<file path="src/hw/rtl/dtcr_pkg.sv">
// ----------------------------------------------------------------------------
// dtcr_pkg
// Shared widths, register indexes and types of the depth-to-colour
// registration block.
// ----------------------------------------------------------------------------
`default_nettype none

package dtcr_pkg;

  localparam int COL_W    = 10;
  localparam int ROW_W    = 9;
  localparam int DEPTH_W  = 13;
  localparam int ADEPTH_W = 16;
  localparam int REG_W    = 64;
  localparam int ADDR_W   = 6;

  localparam int IMG_WIDTH_DEF  = 640;
  localparam int IMG_HEIGHT_DEF = 480;

  // IR point depth in Q.8 mm (gated depth below 4096 mm)
  localparam int ZI_W   = 20;
  // back-projection numerator, divider dividend, divisor and quotient
  localparam int NX_W   = 38;
  localparam int M1_W   = 38;
  localparam int D1_W   = 17;
  localparam int Q1_W   = 38;
  localparam int XI_W   = 39;
  // colour-frame coordinates and projection divisor (128 * z)
  localparam int CRD_W  = 40;
  localparam int DEN2_W = 23;

  localparam int QDEPTH = 4;

  localparam logic [2:0] REG_IR    = 3'd0;
  localparam logic [2:0] REG_COLOR = 3'd1;
  localparam logic [2:0] REG_ROT0  = 3'd2;
  localparam logic [2:0] REG_ROT1  = 3'd3;
  localparam logic [2:0] REG_ROT2  = 3'd4;

  localparam logic [DEPTH_W-1:0] DEPTH_MIN = 13'd400;
  localparam logic [DEPTH_W-1:0] DEPTH_MAX = 13'd3000;

  typedef struct packed {
    logic [REG_W-1:0]      ir;
    logic [REG_W-1:0]      color;
    logic [2:0][REG_W-1:0] rot;
  } cfg_t;

  typedef struct packed {
    logic [NX_W-1:0] nx;
    logic [NX_W-1:0] ny;
    logic [ZI_W-1:0] zi;
  } entry_t;

  typedef struct packed {
    logic full;
    logic empty;
  } qstat_t;

endpackage

`default_nettype wire

</file>
<file path="src/hw/rtl/dtcr_queue.sv">
// ----------------------------------------------------------------------------
// dtcr_queue
// Short FIFO between the front and the back pipeline.
// ----------------------------------------------------------------------------
`default_nettype none

module dtcr_queue (
  input  logic              clk_i,
  input  logic              rst_ni,
  input  logic              push_i,
  input  dtcr_pkg::entry_t  wdata_i,
  input  logic              pop_i,
  output dtcr_pkg::entry_t  rdata_o,
  output dtcr_pkg::qstat_t  qstat_o
);

  localparam int PTR_W = $clog2(dtcr_pkg::QDEPTH);

  dtcr_pkg::entry_t   mem_q [dtcr_pkg::QDEPTH];
  logic [PTR_W-1:0]   wr_q, wr_d, rd_q, rd_d;
  logic [PTR_W:0]     cnt_q, cnt_d;

  always_comb begin
    wr_d  = push_i ? wr_q + 1'b1 : wr_q;
    rd_d  = pop_i ? rd_q + 1'b1 : rd_q;
    cnt_d = cnt_q + (PTR_W+1)'(push_i) - (PTR_W+1)'(pop_i);
  end

  always_ff @(posedge clk_i or negedge rst_ni) begin
    if (!rst_ni) begin
      wr_q  <= '0;
      rd_q  <= '0;
      cnt_q <= '0;
    end else begin
      wr_q  <= wr_d;
      rd_q  <= rd_d;
      cnt_q <= cnt_d;
    end
  end

  always_ff @(posedge clk_i) begin
    if (push_i) begin
      mem_q[wr_q] <= wdata_i;
    end
  end

  assign rdata_o       = mem_q[rd_q];
  assign qstat_o.full  = (cnt_q == (PTR_W+1)'(dtcr_pkg::QDEPTH));
  assign qstat_o.empty = (cnt_q == '0);

endmodule

`default_nettype wire

</file>
<file path="config.mk">
export PLATFORM = sky130hd
export DESIGN_NAME = dtcr_queue
export DESIGN_NICKNAME = d
export VERILOG_FILES = /design/src/hw/rtl/dtcr_pkg.sv /design/src/hw/rtl/dtcr_queue.sv
export SDC_FILE = /design/constraint.sdc
export NUM_CORES = 1
export LEC_CHECK = 0
export ABC_AREA = 0
export ABC_CLOCK_PERIOD_IN_PS = 6550
export BUFFER_PORTS_ARGS = -buffer_cell sky130_fd_sc_hd__buf_4
export CAP_MARGIN = 20
export CORE_MARGIN = 1.5
export CORE_UTILIZATION = 35
export DETAILED_ROUTE_END_ITERATION = 12
export GPL_TIMING_DRIVEN = 0
export PLACE_DENSITY = 0.6
export SLEW_MARGIN = 20
export SYNTH_ARGS = -nofsm -noshare
export SYNTH_HDL_FRONTEND = slang
export SYNTH_SLANG_ARGS = --single-unit
</file>
<file path="constraint.sdc">
create_clock -name clk_i -period 6.55 [get_ports clk_i]
set_input_delay 0.3275 -clock clk_i [delete_from_list [all_inputs] [get_ports clk_i]]
set_output_delay 0.3275 -clock clk_i [all_outputs]
set_load 0.02 [all_outputs]
</file>
# ---- Word level (Yosys, flattened, before mapping)
# Memory sizes are Yosys's and may differ from the RTL's.
# Index checks and enable logic that the tools add are counted.
# W data, S select, Z words.
dict set report word_totals {
  regBits 7
  ramBits 384
  input_bits 100
  output_inout_bits 98
  wordCells 12
  memories 1
}
dict set report classes {
  addsub 4
  eq_ne 1
  n_mux 2
  reduce_logical 1
}
# memory words width read_ports rd_ports_with_merged_regs write_ports line_no
set mem_list {}
lappend mem_list {mem_q 4 96 1 0 1 dtcr_queue.sv:19} ;# dtcr_pkg::entry_t mem_q [dtcr_pkg::QDEPTH];
# operator n
set ops {}
lappend ops {{$add A2 B1 Y2 const B} 2}
lappend ops {{$add A3 B1 Y3} 1}
lappend ops {{$eq A3 B3 Y1 const B} 1}
lappend ops {{$logic_not A3 Y1} 1}
lappend ops {{$sub A3 B1 Y3} 1}
lappend ops {{$mux W1} 2}

# ---- Longest topological paths before layout
dict set report depth {
  depth_word 2
  mapped_depth 7
  depth_no_buf 7
}

# ---- Least setup slack after synthesis
# OpenSTA, ideal clock, no wires.
dict set report synth_timing {
  path_type {register -> register}
  from {register wr_q[0]}
  to {memory mem_q[0][0] (netlist name), enable pin}
  t_arrival_ns 2.842
  t_required_ns 6.085
  path_slack_ns 3.243
  stages_incl_launch_ff 4
  n_path_buf 0
  cell_sequence {dfrtp_1 -> inv_1 -> ha_1 -> and2_1}
}
# item line_no
set synth_rtl {}
lappend synth_rtl {{from (decl)} dtcr_queue.sv:20} ;# logic [PTR_W-1:0] wr_q, wr_d, rd_q, rd_d;
lappend synth_rtl {{from (signal assigned)} dtcr_queue.sv:35} ;# wr_q <= wr_d;
lappend synth_rtl {{to (decl)} dtcr_queue.sv:19}
# Straight into the memory's write port.

==> key figures <==
STA
  – Least-Margin Pin Slew: 0.787 ns
  – Final Hold Vio Count: 0
  – Worst clock skew: 0.00832 ns
  – Final Critical Period: 2.68 ns
  – Achievable Freq: 374 MHz
  – Fin crit share: 0.409
  – Slew Limit Fails: 0
  – Setup tns final: 0 ns
  – Final setup fails: 0
  – Slew HR: 0.476
  – RSZ-0062 raised after global routing: no

Yosys
  – Syn nets: between 600 and 700
  – Mapped cell area: ~0.014 mm^2
  – Synth cell types: 18
  – Area share of the largest cell type after synthesis: 0.811
  – Synth Instances: about 540
  – Synth Register Bits: around 390
  – Yosys warns: 0
  – Post-synth top area cell: edfxtp_1
  – Post-synthesis sequential area ratio: 0.823
  – Syn_area_per_cell: 26.5 um^2
  – Area contributors post-synth: edfxtp_1 81%, mux4_2 15%, dfrtp_1 1.2%

Global routing
  – Gr ovfl total: 0
  – First-pass GRT wire length: 43000 um
  – M2 GR Usage: 0.229
  – Global Route Usage Sum: 0.139
  – Antenna violations before repair: 0
  – Largest net degree at the start of global routing: 46
  – Met3 Use GR: 0.0355
  – GRT Max-Usage Layer: met2
  – Met1 Use GR: 0.178
  – Number of global-route vias before repair: 7376

Worst setup path
  – Worst Path Max Fanout: 10
  – Crit Path Category: reg2out
  – CP required: 6.22 ns
  – Crit start category: register
  – WP data arrival: 2.35 ns
  – FF-to-FF path depth: 5
  – Worst R2R Setup Slack: 4.63 ns
  – CP Capture Type: output port

Hold path
  – Hold/Removal Path Class: in2async

Floorplan
  – Placement Rows: 73
  – Die width: 205 um
  – Area of the die: around 0.042 mm^2
  – Initial cell density of the core: 0.356
  – Core area: 0.0399 mm^2
  – Die height: between 200 and 250 um
  – IO Pins: 198

Route
  – Drt total wl: 28500 um
  – Routed vias/inst: 4.70
  – DRT iter0 DRCs: 311
  – DRC: 0
  – Pre-Repair DR Iteration Count: 4
  – Wire length per cell: 19.8 um
  – DR vias: roughly 6800
  – DRT antenna net count: 0

Clock tree
  – Number of clock sinks: 391
  – CTS root buf: clkbuf_16
  – CTS tree: built
  – Clock Latency Late Sink: 0.54 ns
  – CTS buffer count: 41
  – Clock transition at path regs: 0.05 ns
  – Max Root-Sink Buffers: 3
  – H-tree depth: 2

Cells and area
  – Fin nets: 990
  – Diode count: 0
  – Final core utilization: 0.471
  – Layout cell share with drive strength beyond 1: 0.417
  – Fill count: 3274
  – Area Overhead vs Synth: 32.3%

Placed design
  – Routability cong.: 0.673
  – DP HPWL: 17200 um
  – IO Port Bufs: 197

Power
  – Ratio of total power to cell area: 448 mW/mm^2
  – Leakage power total: roughly 0.0065 uW
  – Power Total: 8430 uW
  – Max VDD drop: between 0.0002 and 0.0003 V

Flow run
  – Max Cap Violations: 0

Outcome
  – Status: completed
## flip-flops by register name, indices dropped and copies added, names as in the netlist
name   flops
rd_q       2
mem_q    384
wr_q       2
cnt_q      3
## area by class of cell
cell class	count	area (um^2)	share of cell area
flip-flops and latches	391	11700	0.622
repair buffers	304	2690	0.143
multi-input cells	117	2360	0.125
clock buffers	47	1050	0.0557
well taps	525	657	0.0349
clock inverters	25	185	0.00985
plain buffers	22	140	0.00745
inverters	6	22.5	0.00120
## metal layers
layer	part of all wire	vias to the layer above	wire, um
met5	0	-	0
met4	0.020	0	562
met3	0.059	40	1690
met2	0.50	180	14200
met1	0.42	3519	12000
li1	-	3012	-
## cell usage in the layout, fill, tap and decap left out, types with 3 or more instances in the layout
cell type      Yosys  routed
and2_4             0       4
buf_16             0       8
buf_2             12      12
buf_4              1     198
buf_6              3       3
clkbuf_1           5      11
clkbuf_16          0      41
clkinv_1           0       8
clkinv_2           0       9
dfrtp_1            7       7
dlygate4sd3_1      0      99
edfxtp_1         384     384
ha_1               6       6
inv_1              6       6
mux4_2            96      96
xnor2_1            3       3
## where the power goes
group	total [uW]	switching (uW)	internal, uW
clock network	2140	912	1230
logic	2930	1600	1330
registers	3360	90.8	3270
## through the flow
step	setup slack (ns)	cells	hold WS [ns]	area, um^2
3_5_place_dp	4.34	1266	0.147	16600
5_1_grt	3.67	1437	0.138	18800
2_1_floorplan	3.24	536	0.0319	14200
3_3_place_gp	1.30	1258	0.147	16400
4_1_cts	3.75	1437	0.0988	18800
6_report	3.87	1437	0.141	18800
## critical path: stages (launching register included)
cell and delay, ns:
dfrtp_1 0.31, buf_2 0.22, buf_2 0.35, buf_2 0.36, mux4_2 0.37, buf_4 0.18
## path summary, 6_finish.rpt
kind | startpoint | endpoint
setup / recovery | rd_q[1] | rdata_o[77]
hold / removal | rst_ni | wr_q[1]
setup reg to reg | wr_q[0] | mem_q[2][2]
hold reg to reg | wr_q[0] | wr_q[0]
max in group asynchronous | rst_ni | cnt_q[1]
min in group clk_i | wdata_i[82] | mem_q[3][82]
## logic make-up (layout without fill, tap and decap cells)
logic type | Yosys count | in the layout | share of synthesized area
adder cells (fa/ha/maj) | 7 | 7 | 0.00669
flip-flops | 391 | 391 | 0.823
AO/OA/AOI/OAI | 1 | 1 | 0.000352
multiplexers | 96 | 96 | 0.152
XOR/XNOR | 5 | 5 | 0.00308
buffers and inverters | 28 | 404 | 0.0114
AND/OR/NAND/NOR | 8 | 8 | 0.00308
## cell usage after synthesis (all sizes together)
library cell,number
and2,4
clkbuf,5
ha,6
mux4,96
o21ai,1
fa,1
nor3,1
inv,6
buf,17
xor2,2
dfrtp,7
xnor2,3
edfxtp,384
nand2,2
and3,1
## timing repair
item                                   4_1_cts  5_1_grt
setup buffers                                0        0
endpoints found under the hold margin      393        0
hold buffers                                99        0
gates resized for setup                      0        0
setup endpoints to repair                    0        0
No activity file was read; power rests on OpenSTA's default activity.
