--- config.mk ---
export PLATFORM = sky130hd
export DESIGN_NAME = dtcr_front
export DESIGN_NICKNAME = d
export VERILOG_FILES = /design/src/hw/rtl/dtcr_pkg.sv /design/src/hw/rtl/dtcr_front.sv
export SDC_FILE = /design/constraint.sdc
export NUM_CORES = 1
export LEC_CHECK = 0
export BUFFER_PORTS_ARGS = -buffer_cell sky130_fd_sc_hd__buf_2
export CAP_MARGIN = 20
export CORE_ASPECT_RATIO = 1.25
export CORE_UTILIZATION = 30
export DETAILED_ROUTE_END_ITERATION = 10
export SETUP_SLACK_MARGIN = 0.3
export SYNTH_ARGS = -nofsm -noshare
export SYNTH_HDL_FRONTEND = slang
export SYNTH_SLANG_ARGS = --single-unit
--- constraint.sdc ---
create_clock -name vclk -period 7.1
set_input_delay 0.71 -clock vclk [all_inputs]
set_output_delay 0.71 -clock vclk [all_outputs]
set_load 0.01 [all_outputs]
--- src/hw/rtl/dtcr_pkg.sv ---
// ----------------------------------------------------------------------------
// dtcr_pkg
// Shared widths, register indexes and types of the depth-to-colour
// registration block.
// ----------------------------------------------------------------------------
`default_nettype none

package dtcr_pkg;

  localparam int COL_W    = 10;
  localparam int ROW_W    = 9;
  localparam int DEPTH_W  = 13;
  localparam int ADEPTH_W = 16;
  localparam int REG_W    = 64;
  localparam int ADDR_W   = 6;

  localparam int IMG_WIDTH_DEF  = 640;
  localparam int IMG_HEIGHT_DEF = 480;

  // IR point depth in Q.8 mm (gated depth below 4096 mm)
  localparam int ZI_W   = 20;
  // back-projection numerator, divider dividend, divisor and quotient
  localparam int NX_W   = 38;
  localparam int M1_W   = 38;
  localparam int D1_W   = 17;
  localparam int Q1_W   = 38;
  localparam int XI_W   = 39;
  // colour-frame coordinates and projection divisor (128 * z)
  localparam int CRD_W  = 40;
  localparam int DEN2_W = 23;

  localparam int QDEPTH = 4;

  localparam logic [2:0] REG_IR    = 3'd0;
  localparam logic [2:0] REG_COLOR = 3'd1;
  localparam logic [2:0] REG_ROT0  = 3'd2;
  localparam logic [2:0] REG_ROT1  = 3'd3;
  localparam logic [2:0] REG_ROT2  = 3'd4;

  localparam logic [DEPTH_W-1:0] DEPTH_MIN = 13'd400;
  localparam logic [DEPTH_W-1:0] DEPTH_MAX = 13'd3000;

  typedef struct packed {
    logic [REG_W-1:0]      ir;
    logic [REG_W-1:0]      color;
    logic [2:0][REG_W-1:0] rot;
  } cfg_t;

  typedef struct packed {
    logic [NX_W-1:0] nx;
    logic [NX_W-1:0] ny;
    logic [ZI_W-1:0] zi;
  } entry_t;

  typedef struct packed {
    logic full;
    logic empty;
  } qstat_t;

endpackage

`default_nettype wire

--- src/hw/rtl/dtcr_front.sv ---
// ----------------------------------------------------------------------------
// dtcr_front
// Accepts pixels, drops those outside the depth gate or with a zero IR focal
// length, and forms the back-projection numerators.
// ----------------------------------------------------------------------------
`default_nettype none

module dtcr_front (
  input  logic                        in_valid_i,
  output logic                        in_ready_o,
  input  logic [dtcr_pkg::COL_W-1:0]  pix_col_i,
  input  logic [dtcr_pkg::ROW_W-1:0]  pix_row_i,
  input  logic [dtcr_pkg::DEPTH_W-1:0] depth_mm_i,
  input  dtcr_pkg::cfg_t              cfg_i,
  input  dtcr_pkg::qstat_t            qstat_i,
  output logic                        push_o,
  output dtcr_pkg::entry_t            entry_o
);

  logic               pass;
  logic signed [17:0] dx, dy;
  logic signed [20:0] zi_s;
  logic signed [38:0] px, py;

  assign pass = (depth_mm_i > dtcr_pkg::DEPTH_MIN) && (depth_mm_i < dtcr_pkg::DEPTH_MAX)
              && (cfg_i.ir[63:48] != 16'd0) && (cfg_i.ir[47:32] != 16'd0);

  // offset from the principal point, Q10.6 pixels
  assign dx   = $signed({2'b00, pix_col_i, 6'b0}) - $signed({2'b00, cfg_i.ir[31:16]});
  assign dy   = $signed({3'b000, pix_row_i, 6'b0}) - $signed({2'b00, cfg_i.ir[15:0]});
  assign zi_s = $signed({1'b0, depth_mm_i[11:0], 8'b0});
  assign px   = dx * zi_s;
  assign py   = dy * zi_s;

  assign in_ready_o = !qstat_i.full;
  assign push_o     = in_valid_i && !qstat_i.full && pass;
  assign entry_o.nx = px[dtcr_pkg::NX_W-1:0];
  assign entry_o.ny = py[dtcr_pkg::NX_W-1:0];
  assign entry_o.zi = zi_s[dtcr_pkg::ZI_W-1:0];

endmodule

`default_nettype wire

Yosys cells after proc, flatten, opt, wreduce, memory -nomap -nowiden. Index checks and enable logic that the tools add are counted.

$add $sub $neg: 2. Multiply operators: 2. Order comparisons: 2. Reduce and logical (&&, ||, !) cells: 8.

Operators by type and width (number): 17-bit by 13-bit multiplier with 30-bit output (2); 16-bit nonzero test (2); 15-bit by 16-bit subtractor with 17-bit output (1); 16-bit by 16-bit subtractor with 17-bit output (1); 13-bit by 9-bit greater-than comparator with 1-bit output, second input constant (1); 13-bit by 12-bit < comparator with 1-bit output, second input constant (1); 1-bit logical AND (5); 1-bit zero test (1).

Flip-flop bits (word level): 0. Input bits: 355. Word-level logic and storage cells: 14.

Logic depth before layout (Yosys ltp). Gate-level depths: netlist (run 1).

Word-level depth: 5. Depth in mapped cells: 30. Gate-level depth less buffers: 28.

Least setup slack after synthesis (run 1). OpenSTA, ideal clock, no wires.

Kind: input to output. Start: input port cfg_i[256] in the netlist's numbering. End: output port entry_o[55] in the netlist's numbering. Arrival time: 7108 ps. Data required time: 6390 ps. Slack: -718 ps. Stages: 27. Buffers on the path: 2. Cells stage by stage: buf_1 > inv_1 > ha_1 > nor2b_1 > a31oi_1 > o21bai_1 > a21oi_1 > o21ai_1 > nor3_1 > o21ba_2 > clkbuf_1 > nand2_1 > fa_1 > inv_1 > fa_1 > fa_1 > fa_1 > inv_1 > fa_1 > inv_1 > ha_1 > or2_2 > a21oi_1 > a2111oi_0 > nor3_1 > nor2_1 > o311ai_0.

RTL lines: start: declaration (RTL line dtcr_front.sv:14) `input dtcr_pkg::cfg_t cfg_i,`; end: declaration (RTL line dtcr_front.sv:17) `output dtcr_pkg::entry_t entry_o`.

==> qor.csv, run 1 <==
metric,value,unit
run_status,"finished, violations left",
violations,negative setup slack,
finalSetupViolCount,27,
seq_area,0,um^2
fin_tns_setup,-11.34,ns
max_freq,130,MHz
routed_via_density,4.53,
syn_inst,2021,
synth.area.top_cells,"fa_1 44%, inv_1 12%, ha_1 12%",
syn-cell-area,16900,um^2
die_area,57500,um^2
max_cap_violations,0,
grtUsageTotal,0.170,
hold_class,in2out,
wl_per_cell,15.1,um
dp_hpwl,41500,um
core_area,55900,um^2
yosysTopAreaCell,fa_1,
setup_slack,-0.620,ns
cpMostUsedCell,fa_1,
final.min_clock_period,7.72,ns
ys_warn_count,0,
antenna_found_initial,2,
gp_congestion,0.877,
worstMarginPinSlew,0.609,ns
worst-setup-path-type,in2out,
cp.required,6.39,ns
yosysTopAreaCellShare,0.444,
start_util,0.303,
clock_buffers,0,
grt_setup_unrepaired,true,
ys_types,65,
grt_pass1_wl,79600,um
antenna_cells,0,
critical_path_arrival,7.01,ns
cpPeakStageDelay,0.53,ns
nFlopsAndLatches,0,
nNetsFinal,3361,
postRouteAntennaNets,0,
die-width,215,um
drive_gt1_frac,0.332,
die_h,268,um
timing.final.hold_violations,0,
detail_route.drc_violations,0,
crit_path_start_kind,primary input,
crit_fanout,5,
overflow,0,
syn_area_per_cell,8.39,um^2
syn_to_final_growth,36.1,%
io_buffer_count,172,
worstSetupEndpointType,output port,
slew_headroom,0.594,
finalMaxSlewViolations,0,
grt_max_degree,29,
fp-row-count,97,
dr.pass1.iters,5,
grt_pass1_vias,16000,
wirelength,48400,um
io_pins,453,
dr.first_iter.drc_count,525,
ys_seq_area_frac,0,
routed-via-count,14600,
cp_slowest_cell,fa_1,
min_period_over_period,1.09,
layer usage:
| metal | track usage | vias up | part of all wire |
|---|---|---|---|
| met5 | 0 | - | 0.00025 |
| met4 | 0.0469 | 2 | 0.032 |
| met3 | 0.0194 | 71 | 0.041 |
| met2 | 0.318 | 322 | 0.52 |
| met1 | 0.206 | 7367 | 0.40 |
| li1 | - | 6789 | - |
metrics by stage:
stage	util	setup slack, ns	cells	area [um^2]	hold slack [ns]
2_1_floorplan	-	-0.0933	2044	17600	1.46
3_3_place_gp	0.378	-0.969	3148	21100	1.66
3_5_place_dp	0.378	-1.06	3148	21100	1.66
4_1_cts	0.399	-0.732	3188	22300	1.67
5_1_grt	0.412	-0.864	3211	23100	1.67
6_report	0.412	-0.620	3211	23100	1.66
cells by family (layout without fill, tap and decap cells):
kind of cell	count (synthesis)	after routing	share of synthesized area
buffers and inverters	658	1083	0.155
xor gates and xnor gates	82	82	0.0424
and+or+nand+nor	565	565	0.168
adders and majority gates	535	535	0.561
AOI/OAI and AO/OA	180	180	0.0729
other	1	24	0.000221
worst paths after layout:
| kind | from | endpoint | slack [ns] | cells past startpoint |
|---|---|---|---|---|
| setup / recovery | cfg_i[278] | entry_o[95] | -0.62 | 30 |
| hold / removal | qstat_i[1] | in_ready_o | 1.66 | 3 |
synth_stat cells, types with 9 or more instances:
cell	count
and2_1	200
nand2_1	245
o21ai_0	30
fa_1	376
inv_1	539
xor2_1	20
and3_1	9
nor4_1	11
nor2_1	34
clkbuf_1	74
a211oi_1	10
xnor2_1	62
ha_1	159
o21bai_1	14
a21oi_1	52
a21o_1	12
buf_4	37
nor3_1	18
layout by cell type, fill, tap and decap left out, types with 6 or more instances in the layout:
cell	n
a21oi_2	23
nor2_1	30
nand2_2	8
xor2_1	15
and2_4	23
a21oi_4	13
o21ai_2	15
fa_2	10
and2_1	181
ha_1	126
o21bai_1	9
conb_1	24
fa_1	366
nand2_1	235
ha_4	33
buf_6	46
inv_2	40
and3_1	8
o21ai_1	6
nor4_1	9
buf_12	11
nand4_1	6
o21ai_0	12
xnor2_1	38
a21oi_1	19
nand3_1	7
a21o_1	12
buf_2	153
inv_1	494
nor3_1	12
buf_4	330
a211oi_2	7
xnor2_2	20
nand2b_1	6
repair_timing:
action | CTS | global route
setup endpoints to repair | 38 | 39
gates resized for setup | 182 | 134
pin swaps | 141 | 109
cloned | 0 | 1
buffers inserted | 40 | 22
hold buffers | 0 | 0
critical path: cells and delay by family:
kind | cells | cell delay (ns)
AOI/OAI and AO/OA | 11 | 2.20
xor gates and xnor gates | 1 | 0.15
adders and majority gates | 7 | 2.94
buffers and inverters | 9 | 0.77
and+or+nand+nor | 2 | 0.23
area by class of cell:
class / instances / area, um^2
fill: 5475 / 32900
multi-input combinational: 1386 / 16100
timing repair buffer: 544 / 4040
inverter: 539 / 2040
tap: 742 / 928
Power of run 1 is not shown: default switching activity piles up to over one toggle a cycle in this logic, so the estimate is an artifact.
==> run 2: changes to the inputs <==
--- a/config.mk
+++ b/config.mk
@@ -5,11 +5,13 @@
 export SDC_FILE = /design/constraint.sdc
 export NUM_CORES = 1
 export LEC_CHECK = 0
+export ABC_AREA = 1
 export BUFFER_PORTS_ARGS = -buffer_cell sky130_fd_sc_hd__buf_2
 export CAP_MARGIN = 20
 export CORE_ASPECT_RATIO = 1.25
-export CORE_UTILIZATION = 30
+export CORE_UTILIZATION = 45
 export DETAILED_ROUTE_END_ITERATION = 10
+export PLACE_DENSITY = 0.75
 export SETUP_SLACK_MARGIN = 0.3
 export SYNTH_ARGS = -nofsm -noshare
 export SYNTH_HDL_FRONTEND = slang
==> qor.csv, run 2 <==
metric,value,unit,change
syn_area_per_cell,7.20,um^2,-14%
dr.first_iter.drc_count,923,,+76%
fin_area,24100,um^2,+4.5%
crit_buf_inv,11,,+2
hold_class,in2out,,
io_pins,453,,unchanged
nFlopsAndLatches,0,,unchanged
start_util,0.455,,+0.152
worst-setup-path-type,in2out,,
wl_per_cell,16.7,um,+11%
syn-cell-area,18200,um^2,+7.3%
synth-compound-area-share,0.0477,,-0.0251
cp.required,6.39,ns,about the same
min_period_over_period,0.969,,-0.119
die_area,41200,um^2,-28%
postRouteAntennaNets,0,,unchanged
fillerInstances,3403,,-38%
finalSetupViolCount,0,,-100%
gp_congestion,0.944,,+7.7%
cp_slowest_cell,fa_2,,
grt_max_degree,28,,-3.4%
slew_headroom,0.506,,-0.0887
final.min_clock_period,6.88,ns,-0.842 ns
cpLargestDelayFamily,adder cells,,
ys_warn_count,0,,unchanged
synth_xor_area_frac,0.0210,,-0.0214
die-width,182,um,-15%
ys_types,47,,-28%
die_h,227,um,-15%
crit_fanout,4,,-1
dp.cells,3338,,+6.0%
run_status,"finished, final reports clean",,
syn_inst,2527,,+25%
syn_to_final_growth,32.5,%,
routed-via-count,17600,,+21%
fp-row-count,82,,-15%
fin_util,0.603,,+0.190
dr.pass1.iters,5,,unchanged
synth-simple-area-share,0.234,,+0.0662
seq_area,0,um^2,unchanged
worstSetupEndpointType,output port,,
synth_mux_area_frac,0,,unchanged
yosysTopAreaCell,fa_1,,
multi_input_area,17500,um^2,+9.2%
drive_gt1_frac,0.318,,-0.0136
grt_pass1_wl,90000,um,+13%
antenna_cells,0,,unchanged
synth_top_family_by_area,adder cells,,
critical_path_arrival,6.17,ns,-0.84 ns
synth_top_cells_by_count,"719 x inv_1, 479 x nand2_1, 376 x fa_1, 275 x nor2_1, 159 x ha_1",,
antenna_found_initial,0,,-2
max_cap_violations,0,,unchanged
hold_buffers,0,,unchanged
clock_buffers,0,,unchanged
max_freq,145,MHz,+12%
grt_pass1_vias,18500,,+16%
grtUsageTotal,0.276,,+0.106
final_cell_count_no_fill,3424,,+6.6%
worstMarginPinSlew,0.741,ns,+0.132 ns
dp_hpwl,47200,um,+14%
finalMaxSlewViolations,0,,unchanged
crit_path_start_kind,primary input,,
core_area,40000,um^2,-28%
place_area,20800,um^2,-1.6%
wirelength,57100,um,+18%
timing.final.hold_violations,0,,unchanged
yosysTopAreaCellShare,0.414,,-0.0304
synthAdderAreaFrac,0.523,,-0.0384
grt_setup_unrepaired,true,,
detail_route.drc_violations,0,,unchanged
cpPeakStageDelay,0.55,ns,+0.02 ns
routed_via_density,5.15,,+14%
synth.area.top_cells,"fa_1 41%, inv_1 15%, ha_1 11%",,
ys_seq_area_frac,0,,unchanged
io_buffer_count,172,,unchanged
layout_common_cells,"661 x inv_1, 381 x nand2_1, 364 x fa_1",,
nNetsFinal,3812,,+13%
overflow,0,,unchanged
final_common_cell,inv_1,,
synth_most_common_cell,inv_1,,
==> run 2: cell types whose count changed in the layout (fill, tap and decap cells not counted), moves of 65 or more <==
| cell | previous run | this run |
|---|---|---|
| and2_1 | 181 | 2 |
| buf_4 | 330 | 248 |
| inv_1 | 494 | 661 |
| nand2_1 | 235 | 381 |
| nand2_2 | 8 | 73 |
| nand3_1 | 7 | 124 |
| nor2_1 | 30 | 195 |
==> run 2: routing by layer <==
layer  part of all wire  wire [um]  GRT usage
met1               0.35      20200      0.296
met2               0.53      30200      0.535
met5                  0          0          0
met4              0.063       3570      0.139
met3              0.055       3160     0.0278
==> run 2: repair_timing <==
item                                    CTS  global route
endpoints found under the setup margin   38            42
hold endpoints to repair                  0             0
gates resized for setup                 262           370
setup buffers                            30            56
pin swaps                               137           223
==> run 2: path summary, 6_finish.rpt <==
path,startpoint,end,cells after the start
worst max-delay path,cfg_i[279],entry_o[86],28
worst min-delay path,qstat_i[1],in_ready_o,3
==> run 2: worst min-delay path: cells and delay by family <==
kind | cells | cell delay, ns
buf+inv | 3 | 0.24
==> run 2: cells by family after synthesis <==
kind of cell    Yosys count
simple gates           1003
xor+xnor                 41
other cells               1
compound gates          142
fa+ha+maj               535
buf+inv                 805
==> run 2: final cells by class <==
| cell class | count | area share |
|---|---|---|
| repair buffers | 451 | 0.134 |
| inverters | 724 | 0.113 |
| well taps | 504 | 0.0262 |
| multi-input cells | 1745 | 0.727 |
==> run 2: stage by stage <==
step | setup TNS, ns | setup WS (ns) | hold slack [ns]
floorplan | 0 | 0.357 | 1.47
global placement | -1.18 | -0.121 | 1.66
detailed placement | -2.53 | -0.176 | 1.66
CTS | 0 | 0.273 | 1.66
global route | 0 | 0.0218 | 1.67
finish | 0 | 0.222 | 1.66
Power of run 2 is left out for the same reason.
